**src/hw/rtl/geochd_pkg.sv**
```systemverilog
package geochd_pkg;

    // defaults for the top-level parameters
    localparam int CORDIC_STAGES_DEF   = 24;
    localparam int ANGLE_FRAC_BITS_DEF = 16;

    // field widths
    localparam int LON_W    = 25;
    localparam int LAT_W    = 24;
    localparam int ALT_W    = 27;
    localparam int RADIUS_W = 24;
    localparam int DIST_W   = 27;

    localparam logic [RADIUS_W-1:0] RADIUS_RESET = 24'd6371000;
    localparam logic [DIST_W-1:0]   DIST_MAX     = 27'd134217727;

    // binary angle and cordic datapath
    localparam int BAM_W     = 32;
    localparam int ANG_MAG_W = 25;
    localparam int ANGLE_LAT = 4;
    localparam int CORD_W    = 34;
    localparam int TAB_LEN   = 32;
    localparam logic signed [CORD_W-1:0] CORDIC_START = 34'sd652032874;

    // coordinate and distance datapath
    localparam int RAD_W    = 28;
    localparam int COORD_W  = 32;
    localparam int DIFF_W   = 31;
    localparam int SUM_W    = 62;
    localparam int ROOT_W   = SUM_W / 2;
    localparam int POST_LAT = 4;

    // arctangent of 2^-i, full turn = 2^32
    localparam logic [BAM_W-1:0] ATAN_TAB [0:TAB_LEN-1] = '{
        32'h20000000, 32'h12E4051E, 32'h09FB385B, 32'h051111D4,
        32'h028B0D43, 32'h0145D7E1, 32'h00A2F61E, 32'h00517C55,
        32'h0028BE53, 32'h00145F2F, 32'h000A2F98, 32'h000517CC,
        32'h00028BE6, 32'h000145F3, 32'h0000A2FA, 32'h0000517D,
        32'h000028BE, 32'h0000145F, 32'h00000A30, 32'h00000518,
        32'h0000028C, 32'h00000146, 32'h000000A3, 32'h00000051,
        32'h00000029, 32'h00000014, 32'h0000000A, 32'h00000005,
        32'h00000003, 32'h00000001, 32'h00000001, 32'h00000000
    };

endpackage

```
**src/hw/rtl/geochd_angle.sv**
```systemverilog
module geochd_angle #(
    parameter int ANGLE_FRAC_BITS = geochd_pkg::ANGLE_FRAC_BITS_DEF,
    parameter int IN_W            = geochd_pkg::LON_W
) (
    input  logic                           clk,
    input  logic                           rst_n,
    input  logic                           in_valid,
    input  logic signed [IN_W-1:0]         angle,
    output logic                           out_valid,
    output logic [geochd_pkg::BAM_W-1:0]   bam
);

    localparam int MAG_W = geochd_pkg::ANG_MAG_W;
    localparam int SH    = geochd_pkg::BAM_W - ANGLE_FRAC_BITS - 3;
    localparam int K1    = MAG_W + 6;
    localparam logic [63:0] M1 = ((64'd1 << K1) + 64'd44) / 64'd45;
    localparam int Q1_W  = MAG_W - 5;
    localparam int VW    = 6 + SH;
    localparam int K2    = VW + 6;
    localparam logic [63:0] M2 = ((64'd1 << K2) + 64'd44) / 64'd45;

    logic signed [MAG_W-1:0] ang_ext;
    logic [MAG_W-1:0]        mag_next;
    logic [Q1_W-1:0]         q1_next;
    logic [5:0]              r1_next;
    logic [VW-1:0]           v_next;
    logic [63:0]             full_sum;
    logic [31:0]             a_pos;

    logic [3:0]              vld_reg;
    logic [2:0]              neg_reg;
    logic [MAG_W-1:0]        mag_reg;
    logic [63:0]             prod1_reg;
    logic [Q1_W-1:0]         q1_reg [0:1];
    logic [VW-1:0]           v_reg;
    logic [63:0]             prod2_reg;
    logic [31:0]             bam_reg;

    // magnitude, then divide by 360 as divide by 8 and two reciprocal steps by 45
    assign ang_ext  = MAG_W'(angle);
    assign mag_next = ang_ext[MAG_W-1] ? MAG_W'(-ang_ext) : MAG_W'(ang_ext);
    assign q1_next  = prod1_reg[K1 +: Q1_W];
    assign r1_next  = 6'(mag_reg - MAG_W'(MAG_W'(q1_next) * MAG_W'(45)));
    assign v_next   = (VW'(r1_next) << SH) + VW'(22);
    assign full_sum = (64'(q1_reg[1]) << SH) + (prod2_reg >> K2);
    assign a_pos    = full_sum[31:0];

    always_ff @(posedge clk or negedge rst_n)
    begin
        if (!rst_n)
        begin
            vld_reg <= '0;
        end
        else
        begin
            vld_reg <= {vld_reg[2:0], in_valid};
        end
    end

    always_ff @(posedge clk)
    begin
        mag_reg   <= mag_next;
        neg_reg   <= {neg_reg[1:0], ang_ext[MAG_W-1]};
        prod1_reg <= 64'(mag_next) * M1;
        q1_reg[0] <= q1_next;
        v_reg     <= v_next;
        q1_reg[1] <= q1_reg[0];
        prod2_reg <= 64'(v_reg) * M2;
        bam_reg   <= neg_reg[2] ? (32'd0 - a_pos) : a_pos;
    end

    assign out_valid = vld_reg[3];
    assign bam       = bam_reg;

endmodule

```
**config.mk**
```make
export PLATFORM = sky130hd
export DESIGN_NAME = geochd_angle
export DESIGN_NICKNAME = d
export VERILOG_FILES = /design/src/hw/rtl/geochd_pkg.sv /design/src/hw/rtl/geochd_angle.sv
export SDC_FILE = /design/constraint.sdc
export NUM_CORES = 1
export LEC_CHECK = 0
export ABC_AREA = 1
export BUFFER_PORTS_ARGS = -buffer_cell sky130_fd_sc_hd__buf_4
export CAP_MARGIN = 20
export CORE_MARGIN = 2
export CORE_UTILIZATION = 70
export DETAILED_ROUTE_END_ITERATION = 16
export GPL_TIMING_DRIVEN = 0
export MAX_ROUTING_LAYER = met4
export PLACE_DENSITY = 0.89
export SYNTH_ARGS = -nofsm -noshare
export SYNTH_HDL_FRONTEND = slang
export SYNTH_SLANG_ARGS = --single-unit
```
**constraint.sdc**
```tcl
create_clock -name clk -period 11.89 [get_ports clk]
set_input_delay 0 -clock clk [delete_from_list [all_inputs] [get_ports clk]]
set_output_delay 0 -clock clk [all_outputs]
set_load 0.01 [all_outputs]
```
==> impl_metrics.tcl, run 1 <==
set metrics [dict create \
    cts_setup_buffers 0 \
    grt_max_degree 17 \
    via_count 14000 \
    wl_per_cell_um 17.2 \
    ys_ff_latch 122 \
    dieArea_um2 25900 \
    hpwl_um 38200 \
    largest_reg_flops 38 \
    ys_warn_count 0 \
    synth-main-ff-cell "dfxtp_1" \
    clkTransAtPathRegs_ns 0.05 \
    critPathMaxStageDelay_ns 0.69 \
    reg2reg_to "prod2_reg[33]$_DFF_P_" \
    fin_crit_ns 7.74 \
    gp_congestion 1.02 \
    grt_util_met3_pct 5.24 \
    start_kind "input port" \
    drt_iter0_markers 991 \
    die_y_um 161 \
    ant_nets 0 \
    n_fill_cell 1828 \
    drc_errors 0 \
    synthesis.nets 2683 \
    netlist_instances 2131 \
    via_per_inst 5.48 \
    cts_resized 0 \
    met2_usage_pct 63.9 \
    ys_types 47 \
    end_kind "flop" \
    crit_slowest_cell "xor2_1" \
    netlist_top_cells_count "inv_1 (535), ha_1 (333), nand2_1 (327)" \
    coreArea_um2 24200 \
    required_ns 12.18 \
    cts_num_sinks 122 \
    cts.path.max_buffers 2 \
    antenna_cells 0 \
    dr.pass1.iters 6 \
    syn_area_um2 17200 \
    grt_pass1_wl_um 72100 \
    crit_type "in2reg" \
    rsz0062_at_grt "no" \
    routed_wirelength_um 43900 \
    path_delay_family "adder cells" \
    synthArstFlopShare_pct 3.28 \
    reg2reg_from "v_reg[16]$_DFF_P_" \
    fmax_mhz 129 \
    rows 57 \
    grt_busiest_layer "met2" \
    cts_tree "yes" \
    crit_start "angle[0]" \
    nets 2769 \
    insertion_delay_ns 0.42 \
    overflow 0 \
    synth.area.top_cells "ha_1 (24%), fa_1 (22%), dfxtp_1 (14%)" \
    drive_gt1_share_pct 6.19 \
    top_level_ports 61 \
    yosysTopAreaCellShare_pct 24.2 \
    path_buf_inv 8 \
    ff2ff_setup_slack_ns 7.18 \
    hold_path.class "in2reg" \
    finalSetupViolations 0 \
    max_slew.worst_pin.slew_ns 1.10 \
    cp.depth 28 \
    cts_root_buffer "clkbuf_16" \
    synth_edf_count 0 \
    worstPathArrival_ns 8.03 \
    track_usage_pct 36.9 \
    die_w_um 161 \
    io_buffer_count 60 \
    slew_headroom_pct 26.6 \
    tns_ns 0 \
    initial_core_util_pct 71.0 \
    r2r_cells 20 \
    cap_violations 0 \
    h-tree-depth 4 \
    period_share_pct 65.1 \
    yosysTopAreaCell "ha_1" \
    slew_violations 0 \
    status "completed" \
    ys_seq_area_share_pct 14.3 \
    synthToLayoutAreaGrowth_pct 8.87 \
    path_max_fanout 8 \
    grt_pass1_vias 14900 \
    hold_viol 0 \
    cts_buffers 17 \
    skew_ns 0.00897 \
    synth_area_per_cell_um2 8.08 \
    antenna_found_initial 2 \
    grt_use_met1_pct 41.0 \
    endpoint "prod1_reg[36]$_DFF_P_" \
    synth_most_common_cell "inv_1" \
]
-- routing by layer --
layer,up-vias,wire length (um)
met2,453,21500
met3,153,2440
met1,6571,17100
met5,-,0
met4,0,2830
li1,6801,-
-- worst min-delay path by stage --
stage	from	endpoint	slack, ns	cells after the start
2_1_floorplan	rst_n	vld_reg[0]$_DFF_PN0_	-0.30	0
3_3_place_gp	rst_n	vld_reg[3]$_DFF_PN0_	-0.20	1
3_5_place_dp	rst_n	vld_reg[3]$_DFF_PN0_	-0.20	1
4_1_cts	angle[2]	mag_reg[2]$_DFF_P_	0.1	3
5_1_grt	angle[4]	mag_reg[4]$_DFF_P_	0.07	3
6_report	angle[4]	mag_reg[4]$_DFF_P_	0.08	3
-- cell type report --
cell class              instances  area [um^2]  area share (%)
inverters                     542         2040            10.9
multi-input cells            1461        12700            67.7
clock buffers                  18          439            2.34
well taps                     324          405            2.16
repair buffers                 67          513            2.74
plain buffers                   6         27.5           0.147
clock inverters                13          170           0.908
flip-flops and latches        122         2460            13.1
-- cells by family (layout without fill, tap and decap cells) --
group,after synthesis,after routing,share of synthesized area (%)
simple gates,646,646,16.1
buf+inv,548,646,12.0
fa+ha+maj,524,524,46.4
compound gates,205,205,6.89
flops,122,122,14.3
xor+xnor,86,86,4.37
-- through the flow --
step                      instance area [um^2]  cells  setup slack (ns)  hold WS, ns  utilization [%]
after global routing                     18700   2553              3.76       0.0738             77.3
final                                    18700   2553              4.15       0.0808             77.3
after CTS                                18700   2551              3.71       0.0966             77.3
after detailed placement                 18100   2515              3.91       -0.199             74.6
after global placement                   18100   2515              4.01       -0.204             74.6
after floorplan                          17200   2131              5.30       -0.296                -
-- placed cells by master (no fill, tap or decap), drive strengths merged, types with 6 or more instances in the layout --
cell / n
inv: 541
nand2: 336
ha: 333
fa: 191
nor2: 171
dfxtp: 118
a21oi: 78
nand3: 67
buf: 66
o21ai: 64
xor2: 58
xnor2: 28
nand4: 27
nor3: 26
clkbuf: 20
o21bai: 14
a21o: 10
o21a: 9
a21boi: 8
a31oi: 7
nor4: 7
o31ai: 7
clkinvlp: 6
-- tightest hold or removal path, stage by stage --
cell and delay [ns]:
buf_4 0.10, xor2_1 0.12, buf_4 0.20
-- what timing repair did --
item | CTS | global route
hold endpoints to repair | 7 | 0
setup endpoints to repair | 0 | 0
hold buffers | 5 | 0
Power of run 1 is not shown: default switching activity piles up to over one toggle a cycle in this logic, so the estimate is an artifact.
==> run 2, diff against run 1 <==
--- a/config.mk
+++ b/config.mk
@@ -9,11 +9,11 @@
 export BUFFER_PORTS_ARGS = -buffer_cell sky130_fd_sc_hd__buf_4
 export CAP_MARGIN = 20
 export CORE_MARGIN = 2
-export CORE_UTILIZATION = 70
+export CORE_UTILIZATION = 65
 export DETAILED_ROUTE_END_ITERATION = 16
 export GPL_TIMING_DRIVEN = 0
 export MAX_ROUTING_LAYER = met4
-export PLACE_DENSITY = 0.89
+export PLACE_DENSITY = 0.83
 export SYNTH_ARGS = -nofsm -noshare
 export SYNTH_HDL_FRONTEND = slang
 export SYNTH_SLANG_ARGS = --single-unit
==> constraint.sdc (replaced) <==
create_clock -name clk -period 7.7 [get_ports clk]
set_input_delay 0 -clock clk [delete_from_list [all_inputs] [get_ports clk]]
set_output_delay 0 -clock clk [all_outputs]
set_load 0.01 [all_outputs]
==> run 2 against run 1 <==
Clock skew increased by 0.0013 ns; sequential share of layout area about the same; die area increased by 7.5%; global-route usage decreased by 2.7 points; first-iteration DRC count decreased by 11%; highest routed layer unchanged.
==> impl_metrics.tcl, run 2 (same netlist as run 1, synthesis figures left out) <==
set metrics [dict create \
    status "completed" \
    drt_iter0_markers 885 \
    ant_nets 0 \
    cts_buffers 17 \
    dr.pass1.iters 8 \
    period_share_pct 96.4 \
    crit_slowest_cell "xor2_1" \
    wl_per_cell_um 17.1 \
    timing.final.ws_setup_ns 0.277 \
    layout_commonest_cell "inv_1" \
    cts_num_sinks 122 \
    slew_headroom_pct 23.8 \
    io_buffer_count 60 \
    crit_type "in2reg" \
    place_area_um2 18100 \
    initial_core_util_pct 66.1 \
    grt_pass1_wl_um 72200 \
    h-tree-depth 4 \
    place_ws_ns -0.266 \
    final_cell_area_um2 18800 \
    slew_violations 0 \
    hold_path.class "in2reg" \
    drc_errors 0 \
    synthToLayoutAreaGrowth_pct 8.94 \
    antenna_found_initial 2 \
    coreArea_um2 26100 \
    track_usage_pct 34.2 \
    hpwl_um 38400 \
    n_fill_cell 2097 \
    cap_violations 0 \
    grt_pass1_vias 14700 \
    path_max_fanout 10 \
    final_util_pct 72.0 \
    cts_tree "yes" \
    drive_gt1_share_pct 6.19 \
    cts_setup_buffers 0 \
    top_level_ports 61 \
    cts_root_buffer "clkbuf_16" \
    die_y_um 167 \
    overflow 0 \
    routed_wirelength_um 43900 \
    rows 59 \
    finalSetupViolations 0 \
    clkTransAtPathRegs_ns 0.06 \
    fin_crit_ns 7.42 \
    gp_congestion 1.02 \
    via_count 13800 \
    critPathMaxStageDelay_ns 0.71 \
    insertion_delay_ns 0.42 \
    cts.path.max_buffers 2 \
    max_slew.worst_pin.slew_ns 1.14 \
    path_common_cell "fa_1" \
    cp_cell_sequence "dlygate4sd3_1 > buf_4 > buf_2 > inv_1 > nor2_1 > xor2_1 > ha_1 > inv_1 > fa_1 > fa_1 > inv_1 > fa_1 > fa_1 > fa_1 > inv_1 > fa_1 > inv_1 > ha_1 > a21oi_1 > a21boi_0 > o21ai_0 > a21oi_1 > nand3_1 > xor2_1" \
    grt_max_degree 17 \
    die_w_um 167 \
    hold_viol 0 \
    whs_ns 0.107 \
    end_kind "flop" \
    start_kind "input port" \
    via_per_inst 5.38 \
    nets 2768 \
    final_cell_mix "inv_1 (535), ha_1 (333), nand2_1 (327)" \
    skew_ns 0.0102 \
    dieArea_um2 27800 \
    required_ns 7.99 \
    largest_reg_flops 38 \
    worstPathArrival_ns 7.72 \
    fmax_mhz 135 \
]
==> run 2: cell types whose count changed in the layout (fill, tap and decap cells not counted), sizes merged <==
cell / change
clkinv: +4
diode: +1
clkinvlp: -3
clkbuf: -1
==> run 2: critical path: cells and delay by family <==
family / cells / cell delay [ns]
compound gates: 4 / 1.05
xor+xnor: 2 / 0.92
fa+ha+maj: 8 / 3.91
buf+inv: 8 / 1.45
simple gates: 2 / 0.38
==> run 2: worst paths after layout <==
kind,startpoint,end,slack [ns],cells after the start
setup / recovery,angle[24],prod1_reg[36]$_DFF_P_,0.28,24
hold / removal,angle[2],mag_reg[2]$_DFF_P_,0.11,3
setup reg to reg,v_reg[18]$_DFF_P_,prod2_reg[33]$_DFF_P_,3.00,20
hold reg to reg,q1_reg[0][15]$_DFF_P_,q1_reg[0][35]$_DFF_P_,0.32,0
max in group asynchronous,rst_n,vld_reg[3]$_DFF_PN0_,7.02,3
min in group asynchronous,rst_n,vld_reg[2]$_DFF_PN0_,0.51,3
==> run 2: metrics by stage <==
stage | instances | TNS, ns
2_1_floorplan | 2131 | 0
3_3_place_gp | 2526 | -1.07
3_5_place_dp | 2526 | -0.719
4_1_cts | 2563 | 0
5_1_grt | 2565 | -0.00763
6_report | 2565 | 0
==> run 2: timing repair <==
item                                   CTS  global route
setup endpoints to repair                0             4
resized for setup                        0             1
hold buffers                             5             0
endpoints found under the hold margin    7             0
==> run 2: metal layers <==
metal / vias up / track usage, % / routed length [um]
li1: 6813 / - / -
met1: 6444 / 38.8 / 17600
met2: 411 / 59.9 / 21700
met3: 124 / 4.75 / 2240
met4: 0 / 15.7 / 2450
met5: - / - / 0
==> run 2: final cells by class <==
class | instances | area (um^2) | share of cell area (%)
Antenna cell | 1 | 2.50 | 0.0133
Buffer | 6 | 27.5 | 0.147
Clock buffer | 18 | 429 | 2.29
Clock inverter | 14 | 175 | 0.934
Inverter | 542 | 2040 | 10.9
Multi-Input combinational cell | 1461 | 12700 | 67.7
Sequential cell | 122 | 2460 | 13.1
Tap cell | 335 | 419 | 2.23
Timing Repair Buffer | 66 | 505 | 2.69
Power of run 2 is left out for the same reason.
==> run 3, diff against run 2 <==
--- a/config.mk
+++ b/config.mk
@@ -8,7 +8,6 @@
 export ABC_AREA = 1
 export BUFFER_PORTS_ARGS = -buffer_cell sky130_fd_sc_hd__buf_4
 export CAP_MARGIN = 20
-export CORE_MARGIN = 2
 export CORE_UTILIZATION = 65
 export DETAILED_ROUTE_END_ITERATION = 16
 export GPL_TIMING_DRIVEN = 0
==> run 3 against run 2 <==
Critical path type unchanged; worst hold slack got worse by 0.078 ns; routed wire length fell by 2.1%; cell count did not move; sequential share of layout area barely moved; clock-buffer cell count fell by 1; largest cell class unchanged; global-route usage rose by 1.1 points; final area barely moved; sequential cell count did not move; maximum frequency rose by 2.8%.
==> impl_metrics.tcl, run 3 (same netlist as run 1, synthesis figures left out) <==
set metrics [dict create \
    cts_setup_buffers 0 \
    coreArea_um2 26100 \
    cts_root_buffer "clkbuf_16" \
    via_count 13800 \
    whs_ns 0.0283 \
    overflow 0 \
    grt_util_met3_pct 3.54 \
    ff2ff_setup_slack_ns 2.96 \
    hpwl_um 38000 \
    required_ns 8.03 \
    io_buffer_count 60 \
    met2_usage_pct 61.8 \
    antenna_cells 0 \
    grt_pass1_vias 14400 \
    cts_tree "yes" \
    dieArea_um2 27100 \
    hold_viol 0 \
    final_cell_area_um2 18800 \
    crit_type "in2reg" \
    nets 2769 \
    dpl.cell_count 2526 \
    antenna_found_initial 1 \
    n_fill_cell 2058 \
    die_w_um 165 \
    drt_iter0_markers 863 \
    gp_congestion 1.03 \
    grt_max_degree 17 \
    tns_ns 0 \
    h-tree-depth 4 \
    die_y_um 165 \
    period_share_pct 93.8 \
    synthToLayoutAreaGrowth_pct 9.01 \
    cts_num_sinks 122 \
    slew_violations 0 \
    status "completed" \
    final_cell_mix "inv_1 (535), ha_1 (333), nand2_1 (327)" \
    fmax_mhz 138 \
    grt_busiest_layer "met2" \
    track_usage_pct 35.4 \
    layout.cells.non_filler 2565 \
    hold_path.class "in2reg" \
    dr.pass1.iters 8 \
    wl_per_cell_um 16.8 \
    path_max_fanout 10 \
    largest_reg_flops 38 \
    rows 59 \
    clkTransAtPathRegs_ns 0.05 \
    max_slew.worst_pin.slew_ns 1.08 \
    drc_errors 0 \
    skew_ns 0.0131 \
    insertion_delay_ns 0.42 \
    via_per_inst 5.38 \
    start_kind "input port" \
    end_kind "flop" \
    layout_commonest_cell "inv_1" \
    top_level_ports 61 \
    cts_buffers 17 \
    routed_wirelength_um 43000 \
    grt_use_met1_pct 40.8 \
    cap_violations 0 \
    worstPathArrival_ns 7.55 \
    grt_pass1_wl_um 70700 \
    cts.path.max_buffers 2 \
    drive_gt1_share_pct 6.28 \
    finalSetupViolations 0 \
    fin_crit_ns 7.22 \
    initial_core_util_pct 66.1 \
    ant_nets 0 \
    place_area_um2 18100 \
    rsz0062_at_grt "no" \
    slew_headroom_pct 27.5 \
]
-- run 3: changes by cell type in the layout (fill, tap and decap cells not counted), sizes merged --
cell,previous run,this run
diode,1,0
clkinvlp,3,1
inv,541,546
clkinv,9,7
-- run 3: layout make-up --
| class | count | area, um^2 | share of cell area [%] |
|---|---|---|---|
| inverters | 542 | 2040 | 10.8 |
| multi-input cells | 1461 | 12700 | 67.7 |
| plain buffers | 6 | 27.5 | 0.147 |
| clock buffers | 17 | 425 | 2.27 |
| clock inverters | 15 | 186 | 0.993 |
| repair buffers | 67 | 513 | 2.73 |
| flip-flops and latches | 122 | 2460 | 13.1 |
| well taps | 335 | 419 | 2.23 |
-- run 3: final timing paths --
check	from	to	cells past startpoint
worst max-delay path	angle[24]	prod1_reg[32]$_DFF_P_	26
worst min-delay path	angle[4]	mag_reg[4]$_DFF_P_	3
worst max register to register	v_reg[16]$_DFF_P_	prod2_reg[33]$_DFF_P_	20
worst min register to register	q1_reg[0][6]$_DFF_P_	q1_reg[0][26]$_DFF_P_	0
max in group asynchronous	rst_n	vld_reg[2]$_DFF_PN0_	3
min in group asynchronous	rst_n	vld_reg[1]$_DFF_PN0_	3
-- run 3: repair_timing --
| action | in CTS | in global routing |
|---|---|---|
| setup endpoints to repair | 0 | 2 |
| hold buffers | 5 | 0 |
| gates resized for setup | 0 | 1 |
| hold endpoints to repair | 7 | 0 |
-- run 3: per-layer routing --
| metal | vias up | share of wire, % |
|---|---|---|
| li1 | 6798 | - |
| met1 | 6466 | 41 |
| met2 | 401 | 49 |
| met3 | 124 | 4.6 |
| met4 | 0 | 5.1 |
| met5 | - | 0 |
-- run 3: through the flow --
step / worst slack [ns] / util [%]
finish: 0.480 / 72.0
global route: 0.0492 / 72.0
CTS: 0.208 / 72.0
detailed placement: -0.194 / 69.4
global placement: -0.171 / 69.4
floorplan: 1.11 / -
-- run 3: critical path, cell delays in order --
cell and delay [ns]:
dlygate4sd3_1 0.54, buf_4 0.14, buf_2 0.23, buf_1 0.41, nand2_1 0.10, nand2_1 0.10
xor2_1 0.30, inv_1 0.15, ha_1 0.41, inv_1 0.08, fa_1 0.47, fa_1 0.54
inv_1 0.09, fa_1 0.52, fa_1 0.52, fa_1 0.55, inv_1 0.06, fa_1 0.54
inv_1 0.04, ha_1 0.37, a21oi_1 0.27, a21boi_0 0.30, o21a_1 0.18, o21ai_0 0.12
a21oi_1 0.28, xor2_1 0.22
Power of run 3 is left out for the same reason.
